### config.mk
export PLATFORM = sky130hd
export DESIGN_NAME = smpt_ram
export DESIGN_NICKNAME = d
export VERILOG_FILES = /design/src/sv/smpt_ram.sv
export SDC_FILE = /design/constraint.sdc
export NUM_CORES = 2
export LEC_CHECK = 0
export ABC_AREA = 1
export ABC_CLOCK_PERIOD_IN_PS = 2470
export BUFFER_PORTS_ARGS = -buffer_cell sky130_fd_sc_hd__buf_2
export CORE_AREA = 2 2 579 581
export DETAILED_ROUTE_END_ITERATION = 10
export DIE_AREA = 0 0 581 583
export PLACE_DENSITY = 0.67
export SLEW_MARGIN = 15
export SYNTH_ARGS = -nofsm -noshare
export SYNTH_HDL_FRONTEND = slang
export SYNTH_SLANG_ARGS = --single-unit
### constraint.sdc
create_clock -name clk_i -period 2.47 [get_ports clk_i]
set_input_delay 0.494 -clock clk_i [delete_from_list [all_inputs] [get_ports clk_i]]
set_output_delay 0.494 -clock clk_i [all_outputs]
set_load 0.02 [all_outputs]
### src/sv/smpt_ram.sv
// ----------------------------------------------------------------------------
// smpt_ram
// Generic single-write, single-read RAM with registered read data.
// ----------------------------------------------------------------------------
module smpt_ram #(
  parameter int unsigned WIDTH = 16,
  parameter int unsigned DEPTH = 256,
  localparam int unsigned AW = $clog2(DEPTH)
) (
  input  logic             clk_i,
  input  logic             we_i,
  input  logic [AW-1:0]    waddr_i,
  input  logic [WIDTH-1:0] wdata_i,
  input  logic [AW-1:0]    raddr_i,
  output logic [WIDTH-1:0] rdata_o
);

  logic [WIDTH-1:0] mem_q [DEPTH];
  logic [WIDTH-1:0] rdata_q;

  always_ff @(posedge clk_i) begin
    if (we_i) begin
      mem_q[waddr_i] <= wdata_i;
    end
    rdata_q <= mem_q[raddr_i];
  end

  assign rdata_o = rdata_q;

endmodule

==> flow_summary.json <==
{
  "rsz0062_at_grt": "no",
  "slowest_stage": "buf_4",
  "hp-start": "raddr_i[7]",
  "die-area_sq_um": 338700,
  "rr_startpoint": "mem_q[169][7]",
  "synth_top_area_share": 0.7423,
  "core_region_area_sq_um": 332400,
  "cp-start-kind": "primary input",
  "critPathCaptureType": "flop",
  "ys_ff_latch": 4112,
  "fin_nets": 14368,
  "synth_common_cells": "4211 x nand2_1, 4096 x edfxtp_1, 4035 x nand3_1",
  "path_cells": "buf_12 -> inv_16 -> buf_4 -> buf_12 -> buf_4 -> nand2_1 -> nand3_1 -> nand3_1 -> nand3_1 -> nand3_1 -> nand3_1 -> nand3_2 -> nand2_1 -> nand2_1 -> nand2_1",
  "io_buffers": 49,
  "min_period_ns": 2.359,
  "routed_wirelength_um": 484500,
  "dp_hpwl_um": 299000,
  "drc": 0,
  "cpMostUsedCell": "nand3_1",
  "grt_pass1_vias": 105913,
  "synth_area_leaders": "edfxtp_1 74%, nand3_1 12%, nand2_1 9.5%",
  "drive_gt1_frac": 0.1252,
  "synth_enable_flop_cells": 4096,
  "h-tree-depth": 5,
  "vdd_drop_max_mv": 0.6865,
  "grt_pass1_wl_um": 707200,
  "io_pins": 50,
  "fin_worst_hold_slack_ns": 0.07251,
  "post-place-ws_ns": -0.8112,
  "final_area_sq_um": 194100,
  "tightest_slew_ns": 0.6756,
  "wl_per_cell_um": 25.39,
  "crit_type": "in2reg",
  "layout-area-overhead-vs-synth_pct": 17.11,
  "numCtsBuffers": 412,
  "cp-startpoint": "raddr_i[0]",
  "dpl.cell_count": 18291,
  "globalplace.congestion": 0.9323,
  "synth_most_common_cell": "nand2_1",
  "ys_types": 15,
  "numClockSinks": 4112,
  "yosys.area.top_type": "edfxtp_1",
  "finalHoldViolations": 0,
  "grt_start_max_net_pins": 98,
  "placement_rows": 212,
  "antenna_left": 0,
  "gr-total-overflow": 0,
  "setup_ws_ns": 0.1114,
  "setup_violations": 0,
  "postLayoutCoreUtil": 0.5839,
  "clk_latency_ns": 0.99,
  "antenna_found_initial": 21,
  "clock_path_buffers": 4,
  "fin_crit_sh": 0.9549,
  "finalClockSkew_ns": 0.05755,
  "layout.cells.non_filler": 19080,
  "syn-num-nets": 13651,
  "relSlewSlack": 0.5491,
  "cts_tree": "built",
  "slew_violations": 0,
  "maxCapViolCount": 0,
  "synth_warnings": 0,
  "worstPathMaxFanout": 20,
  "synth_cells": 13617,
  "crit_required_ns": 3.38,
  "fmax_mhz": 424.0,
  "vias": 112697,
  "syn-cell-area_sq_um": 165700,
  "cts-root-buf": "clkbuf_16",
  "yosysSeqAreaShare": 0.7442,
  "drt-initial-drc-count": 15309,
  "die_height_um": 583,
  "p_leak_nw": 69.10,
  "hold_class": "in2reg",
  "synthFlopType": "edfxtp_1",
  "first_pass_iters": 7,
  "slowest_delay_ns": 0.30,
  "p_per_area_nw_per_um2": 771.6,
  "track_usage": 0.2812,
  "place_area_sq_um": 180500,
  "status": "complete, no violations",
  "arrival_ns": 3.27,
  "die_x_um": 581,
  "cts.reportedPaths.clkPinSlew_ns": 0.06,
  "vias_per_cell": 5.907,
  "start_util": 0.4986,
  "syn_avg_cell_area_sq_um": 12.17,
  "ys_async_sr_fraction": 0
}
## path summary, 6_finish.rpt
| check | cells past startpoint | slack (ns) | to |
|---|---|---|---|
| setup / recovery | 15 | 0.11 | rdata_o[0] |
| hold / removal | 4 | 0.07 | rdata_o[13] |
| setup reg to reg | 10 | 0.25 | rdata_o[7] |
| hold reg to reg | 10 | 1.02 | rdata_o[6] |
## cell type report
type	instances	area (sq um)
sequential	4112	123300
fill	25507	138300
timing repair buffer	1240	14470
tap	4387	5489
multi-input combinational	8529	37150
inverter	39	200.2
antenna	15	37.54
clock inverter	247	2570
clock buffer	511	10820
## through the flow
step | total power [W] | setup TNS [ns]
after global routing | 0.1532 | 0
after global placement | 0.08853 | -9.446
after floorplan | 0.08323 | 0
final | 0.1497 | 0
after detailed placement | 0.08866 | -9.824
after CTS | 0.1499 | 0
## registers in the layout, indices dropped and copies added (netlist names)
signal	count
rdata_o	16
mem_q	4096
## timing repair
item,4_1_cts,5_1_grt
setup buffers,0,0
hold buffers,16,0
hold endpoints to repair,397,0
endpoints found under the setup margin,0,1
gates resized for setup,0,1
## where the power goes
part	total, W	switching, W	internal (W)
clock	0.0623	0.0265	0.0358
sequential	0.0770	0.000106	0.0769
combinational	0.0105	0.00734	0.00311
total	0.150	0.0339	0.116
## placed cells by master (no fill, tap or decap)
master	count
clkinv_8	6
nor2_1	265
nand2_1	4195
buf_6	1
buf_12	403
diode_2	15
clkinvlp_4	9
nor2_2	18
buf_8	19
nand2_2	16
buf_2	27
nand3_1	4034
inv_1	33
clkinv_16	6
inv_6	7
bufinv_16	45
dlygate4sd3_1	16
nand3_2	1
buf_4	774
edfxtp_1	4096
clkbuf_8	5
clkinv_4	1
dfxtp_1	16
clkbuf_1	90
inv_8	2
clkinv_1	95
clkbuf_16	416
inv_16	6
clkinv_2	76
## cell families after synthesis
| family | after synthesis | synth area share |
|---|---|---|
| flip-flops | 4112 | 0.7442 |
| AND/OR/NAND/NOR | 8529 | 0.2237 |
| buffers and inverters | 976 | 0.03214 |
## worst max-delay path: cells and delay by family
family	cells	cell delay, ns
buffers and inverters	5	1.05
and+or+nand+nor	10	1.60
## metal layers
layer / up-vias / share of wire / global-route usage
li1: 50171 / - / -
met1: 55022 / 0.38 / 0.3856
met3: 1082 / 0.11 / 0.05184
met2: 6398 / 0.46 / 0.4392
met5: - / 0.00028 / 0
met4: 24 / 0.050 / 0.1278
Note: power is estimated with default switching activity, not from simulation.
