===== src/sv/smpt_pkg.sv =====
// ----------------------------------------------------------------------------
// smpt_pkg
// Shared types, codes and constants of the shadow map pixel test block.
// ----------------------------------------------------------------------------
package smpt_pkg;

  localparam int unsigned DVD_W     = 49;
  localparam int unsigned DSR_W     = 32;
  localparam int unsigned QUO_W     = 50;
  localparam int unsigned DIV_CNT_W = 6;

  localparam logic [15:0] BG_LIMIT  = 16'd64880;
  localparam int          CLOSE_TOL = 66;
  localparam logic signed [31:0] Q_ONE = 32'sd65536;

  localparam logic signed [QUO_W-1:0] SAT_HI = 50'sd2147483647;
  localparam logic signed [QUO_W-1:0] SAT_LO = -50'sd2147483648;

  typedef enum logic [1:0] {
    CMD_LOAD_DEPTH  = 2'd0,
    CMD_LOAD_MATRIX = 2'd1,
    CMD_SHADE       = 2'd2
  } cmd_e;

  typedef enum logic [2:0] {
    REG_IMAGE_COLS      = 3'd0,
    REG_IMAGE_ROWS      = 3'd1,
    REG_CAM_NEAR        = 3'd2,
    REG_CAM_FAR         = 3'd3,
    REG_LIGHT_NEAR      = 3'd4,
    REG_LIGHT_FAR       = 3'd5,
    REG_SHADOW_STRENGTH = 3'd6
  } reg_idx_e;

  typedef enum logic [4:0] {
    OP_NOP,
    OP_DIV_V0,
    OP_DIV_V1,
    OP_STORE_VEC,
    OP_VZ_MUL,
    OP_VZ_SET,
    OP_MAT_MUL,
    OP_MAT_ACC,
    OP_ROW_STORE,
    OP_DIV_W,
    OP_STORE_RES,
    OP_XFER,
    OP_DIV_Z,
    OP_Z_STORE,
    OP_Z_ZERO,
    OP_L_MUL,
    OP_L_SET,
    OP_NB_ADDR,
    OP_NB_CMP,
    OP_FINISH
  } dp_op_e;

  typedef struct packed {
    dp_op_e     op;
    logic       mtx;
    logic [1:0] row;
    logic [1:0] col;
  } dp_cmd_t;

  typedef struct packed {
    logic bg;
    logic w_zero;
    logic span_zero;
    logic div_done;
  } dp_stat_t;

  function automatic logic signed [31:0] sat32(input logic signed [QUO_W-1:0] x);
    if (x > SAT_HI) begin
      return SAT_HI[31:0];
    end else if (x < SAT_LO) begin
      return SAT_LO[31:0];
    end
    return x[31:0];
  endfunction

endpackage


===== src/sv/smpt_div.sv =====
// ----------------------------------------------------------------------------
// smpt_div
// Signed restoring divider, one quotient bit per cycle, truncates toward zero.
// ----------------------------------------------------------------------------
module smpt_div (
  input  logic                              clk_i,
  input  logic                              rst_ni,
  input  logic                              start_i,
  input  logic signed [smpt_pkg::QUO_W-1:0] dividend_i,
  input  logic signed [smpt_pkg::DSR_W:0]   divisor_i,
  output logic signed [smpt_pkg::QUO_W-1:0] quotient_o,
  output logic                              done_o
);

  logic [smpt_pkg::DVD_W-1:0]     dvd_q;
  logic [smpt_pkg::DSR_W-1:0]     dsr_q, rem_q;
  logic [smpt_pkg::DIV_CNT_W-1:0] cnt_q;
  logic                           busy_q, done_q, neg_q;

  logic [smpt_pkg::QUO_W-1:0] dvd_abs;
  logic [smpt_pkg::DSR_W:0]   dsr_abs, rem_sh, rem_sub;
  logic                       ge;

  always_comb begin
    dvd_abs = dividend_i[smpt_pkg::QUO_W-1] ? 50'(-dividend_i) : 50'(dividend_i);
    dsr_abs = divisor_i[smpt_pkg::DSR_W] ? 33'(-divisor_i) : 33'(divisor_i);
    rem_sh  = {rem_q, dvd_q[smpt_pkg::DVD_W-1]};
    rem_sub = rem_sh - {1'b0, dsr_q};
    ge      = rem_sh >= {1'b0, dsr_q};
  end

  always_ff @(posedge clk_i or negedge rst_ni) begin
    if (!rst_ni) begin
      busy_q <= 1'b0;
      done_q <= 1'b0;
      cnt_q  <= '0;
    end else begin
      done_q <= 1'b0;
      if (start_i) begin
        busy_q <= 1'b1;
        cnt_q  <= smpt_pkg::DIV_CNT_W'(smpt_pkg::DVD_W);
      end else if (busy_q) begin
        cnt_q <= cnt_q - 1'b1;
        if (cnt_q == smpt_pkg::DIV_CNT_W'(1)) begin
          busy_q <= 1'b0;
          done_q <= 1'b1;
        end
      end
    end
  end

  always_ff @(posedge clk_i) begin
    if (start_i) begin
      dvd_q <= dvd_abs[smpt_pkg::DVD_W-1:0];
      dsr_q <= dsr_abs[smpt_pkg::DSR_W-1:0];
      rem_q <= '0;
      neg_q <= dividend_i[smpt_pkg::QUO_W-1] ^ divisor_i[smpt_pkg::DSR_W];
    end else if (busy_q) begin
      dvd_q <= {dvd_q[smpt_pkg::DVD_W-2:0], ge};
      rem_q <= ge ? rem_sub[smpt_pkg::DSR_W-1:0] : rem_sh[smpt_pkg::DSR_W-1:0];
    end
  end

  assign quotient_o = neg_q ? -$signed({1'b0, dvd_q}) : $signed({1'b0, dvd_q});
  assign done_o     = done_q;

endmodule


===== config.mk =====
export PLATFORM = sky130hd
export DESIGN_NAME = smpt_div
export DESIGN_NICKNAME = d
export VERILOG_FILES = /design/src/sv/smpt_pkg.sv /design/src/sv/smpt_div.sv
export SDC_FILE = /design/constraint.sdc
export NUM_CORES = 1
export LEC_CHECK = 0
export ABC_AREA = 1
export BUFFER_PORTS_ARGS = -buffer_cell sky130_fd_sc_hd__clkbuf_2
export CAP_MARGIN = 20
export CORE_UTILIZATION = 30
export CTS_CLUSTER_SIZE = 30
export DETAILED_ROUTE_END_ITERATION = 6
export GPL_ROUTABILITY_DRIVEN = 0
export PLACE_DENSITY = 0.45
export SLEW_MARGIN = 20
export SYNTH_ARGS = -nofsm -noshare
export SYNTH_HDL_FRONTEND = slang
export SYNTH_SLANG_ARGS = --single-unit

===== constraint.sdc =====
create_clock -name clk_i -period 2.4 [get_ports clk_i]
set_input_delay 0.24 -clock clk_i [delete_from_list [all_inputs] [get_ports clk_i]]
set_output_delay 0.24 -clock clk_i [all_outputs]
set_load 0.1 [all_outputs]

==> metrics.md <==
| Metric | Value |
|---|---|
| CP most frequent cell | nand4_1 |
| Detail Placement HPWL | 33.3 mm |
| Setup WS post-layout | -286 ps |
| DR iter-0 viols | between 600 and 700 |
| Final nets | 2229 |
| Clock Latency Late Sink | about 440 ps |
| Rel. slew slack | 0.628 |
| Routed WL | 41.4 mm |
| Failing checks | negative setup slack |
| Mean Syn Cell Area | 6.23 sq um |
| Critical setup path kind | register to primary output |
| Max cap viols | 0 |
| Largest net degree at the start of global routing | slightly below 70 |
| Overall power | 13.4 mW |
| Die Y-Extent | 199 microns |
| IO Pins | 137 |
| Post-synth EDFFs | 82 |
| Syn_nets | 1995 |
| Ant. Diodes | 0 |
| Prevailing post-synth register cell | edfxtp_1 |
| RSZ-0062 raised after global routing | true |
| Filler cells | about 4000 |
| Post-Synthesis Cells | 1871 |
| Vias per cell | 4.69 |
| Post-synth cell types | 46 |
| CP endpoint kind | primary output |
| Via Count | ~12000 |
| Yosys warns | 0 |
| Critical path's top delay family | simple AND/OR/NAND/NOR gates |
| Slowest CP cell | edfxtp_1 |
| Die area | ~40000 sq um |
| H-tree depth | 4 |
| Critical path buffers and inverters | 1 |
| Syn-to-layout area delta | 39.9% |
| Pwr dens | ~820 nW/um^2 |
| Gr ovfl total | 0 |
| Clock sinks | roughly 120 |
| Synthesized area | 11700 sq um |
| First-pass detailed-route iteration total | 7 |
| Arrival time worst endpoint | between 2000 and 2500 ps |
| ANT nets after route | 0 |
| Run status | finished with violations |
| # rows | 71 |
| Actual slew at the worst max-slew pin | 560 ps |
| Avg WL per Cell | ~16 microns |
| CTS root buf | clkbuf_16 |
| Place WS | 19.8 ps |
| Startpoint types | register |
| Post-layout minimum cycle time | 2690 ps |
| First-pass GRT wire length | 63.7 mm |
| Core Util, Final | 0.430 |
| CP Data Required Time | 2160 ps |
| Fraction of layout cells with a size suffix above 1 | 0.233 |
| Endpoints failing setup | 39 |
| Worst Path Max Fanout | 4 |
| Die X | 199 microns |
| Worst-path clk slew | 70 ps |
| Clk buf depth | 2 |
| Initial Utilization | 0.307 |
| Worst path cell trace | nor3_2 -> nand4_1 -> nor2_4 -> nand3_4 -> nand2_4 -> nand4_1 -> xor2_4 -> buf_12 |
| Slew Viols, Final | 0 |
| Maximum clock skew at final layout | 13.0 ps |
| Worst VDD drop | ~0.42 mV |
| Sequential area share after synthesis | 0.283 |
| Seq cells post-synth | 122 |
| Crit share post-route | 1.12 |
| IO Port Bufs | ~140 |
| Vias in the first global route | 11916 |
| Initial antenna violation count | 0 |
| Total track usage | 0.211 |
| Core area | about 38000 sq um |
| Leakage | between 7 and 8 nW |
| CTS Buf Count | 17 |
| DR DRC count | 0 |
| FFs w/ async S/R, synth | 0.0656 |
| FMAX | 0.372 GHz |
| CTS tree | yes |
| Hold Fails Final Rpt | 0 |
| Hold Path Class | primary input to register |
| Worst path max stage delay | 420 ps |
[Yosys cell counts (3+ instances only)]
master / n / area, sq um
inv_1: 319 / 1200
nand3b_1: 17 / 128
nor2_1: 191 / 717
a21oi_1: 31 / 155
buf_2: 8 / 40.0
clkinv_1: 3 / 11.3
ha_1: 37 / 463
dfrtp_1: 8 / 200
buf_1: 4 / 15.0
a31oi_1: 6 / 37.5
xor2_1: 88 / 771
edfxtp_1: 82 / 2460
nor3_2: 4 / 40.0
nor2_2: 10 / 62.6
nor2_4: 3 / 33.8
buf_6: 5 / 56.3
xnor2_1: 26 / 228
a21o_1: 3 / 22.5
buf_4: 3 / 22.5
o21ai_0: 80 / 400
nand4_1: 42 / 263
nand3_1: 184 / 921
nand2_2: 4 / 25.0
dfxtp_1: 32 / 641
nor4_1: 4 / 25.0
nor3_1: 31 / 155
clkbuf_1: 24 / 90.1
o21ai_1: 12 / 60.1
nand2_1: 587 / 2200
[path summary, 6_finish.rpt]
| kind | startpoint | endpoint | slack (ps) | cells after the start |
|---|---|---|---|---|
| setup / recovery | dvd_q[0] | quotient_o[45] | -290 | 8 |
| hold / removal | divisor_i[0] | dsr_q[0] | 100 | 1 |
| setup reg to reg | dsr_q[27] | rem_q[4] | 130 | 15 |
| hold reg to reg | rem_q[22] | rem_q[22] | 480 | 2 |
| max in group asynchronous | rst_ni | busy_q | 2010 | 2 |
| min in group asynchronous | rst_ni | cnt_q[1] | 200 | 2 |
[cells by family (layout without fill, tap and decap cells)]
group / count (synthesis) / after routing / synth area share
buffers and inverters: 369 / 614 / 0.125
AOI/OAI and AO/OA: 142 / 142 / 0.0646
and+or+nand+nor: 1086 / 1088 / 0.400
DFF: 122 / 122 / 0.283
xor gates and xnor gates: 114 / 114 / 0.0857
adders and majority gates: 38 / 38 / 0.0414
[layout by cell type, fill, tap and decap left out, types with 23 or more instances in the layout]
cell type  netlist  routed
nor3_1          31      23
a21oi_1         31      28
edfxtp_1        82      82
buf_4            3     102
inv_1          319     298
dfxtp_1         32      32
nand2_1        587     554
nand2_2          4      30
o21ai_0         80      69
nor2_1         191     158
nand3_1        184     173
xor2_1          88      59
buf_12           0      58
nand4_1         42      42
nor2_2          10      30
clkbuf_2         0      86
[area by class of cell]
type / instances / area [sq um] / share of cell area
inverters: 324 / 1220 / 0.0748
flip-flops and latches: 122 / 3300 / 0.203
repair buffers: 258 / 2510 / 0.154
clock inverters: 15 / 168 / 0.0103
well taps: 511 / 639 / 0.0392
clock buffers: 17 / 425 / 0.0261
multi-input cells: 1382 / 8040 / 0.493
[stage by stage]
step | hold slack (ps) | cell area, sq um | TNS [ps] | std cells
floorplan | -55.6 | 12100 | -578 | 1871
global route | 86.2 | 16300 | -10850 | 2629
finish | 102 | 16300 | -5500 | 2629
detailed placement | 99.7 | 14700 | 0 | 2559
global placement | 102 | 14700 | -10.1 | 2559
CTS | 92.7 | 15600 | -7670 | 2607
[timing repair]
action	4_1_cts	5_1_grt
pin swaps	19	40
hold buffers	1	0
hold endpoints to repair	8	0
cloned	0	3
gates resized for setup	51	138
endpoints found under the setup margin	39	70
setup buffers	15	25
[report_power, final]
group          internal (mW)  total (mW)  switching (mW)
Combinational           2.98        7.85            4.87
Clock                   1.55        2.66            1.11
Sequential              2.64        2.92           0.278
[flip-flops by register name (all words and copies together), names as in the netlist]
signal / cells
done_o: 1
neg_q: 1
busy_q: 1
cnt_q: 6
dsr_q: 32
rem_q: 32
dvd_q: 49
[routing by layer]
layer,GRT usage,vias up,share of wire,wire length (microns)
li1,-,6376,-,-
met1,0.249,5627,0.42,17500
met4,0.0849,0,0.031,1260
met3,0.0196,45,0.038,1580
met2,0.388,284,0.51,21000
met5,0,-,0,0
(Power assumes the default switching activity.)
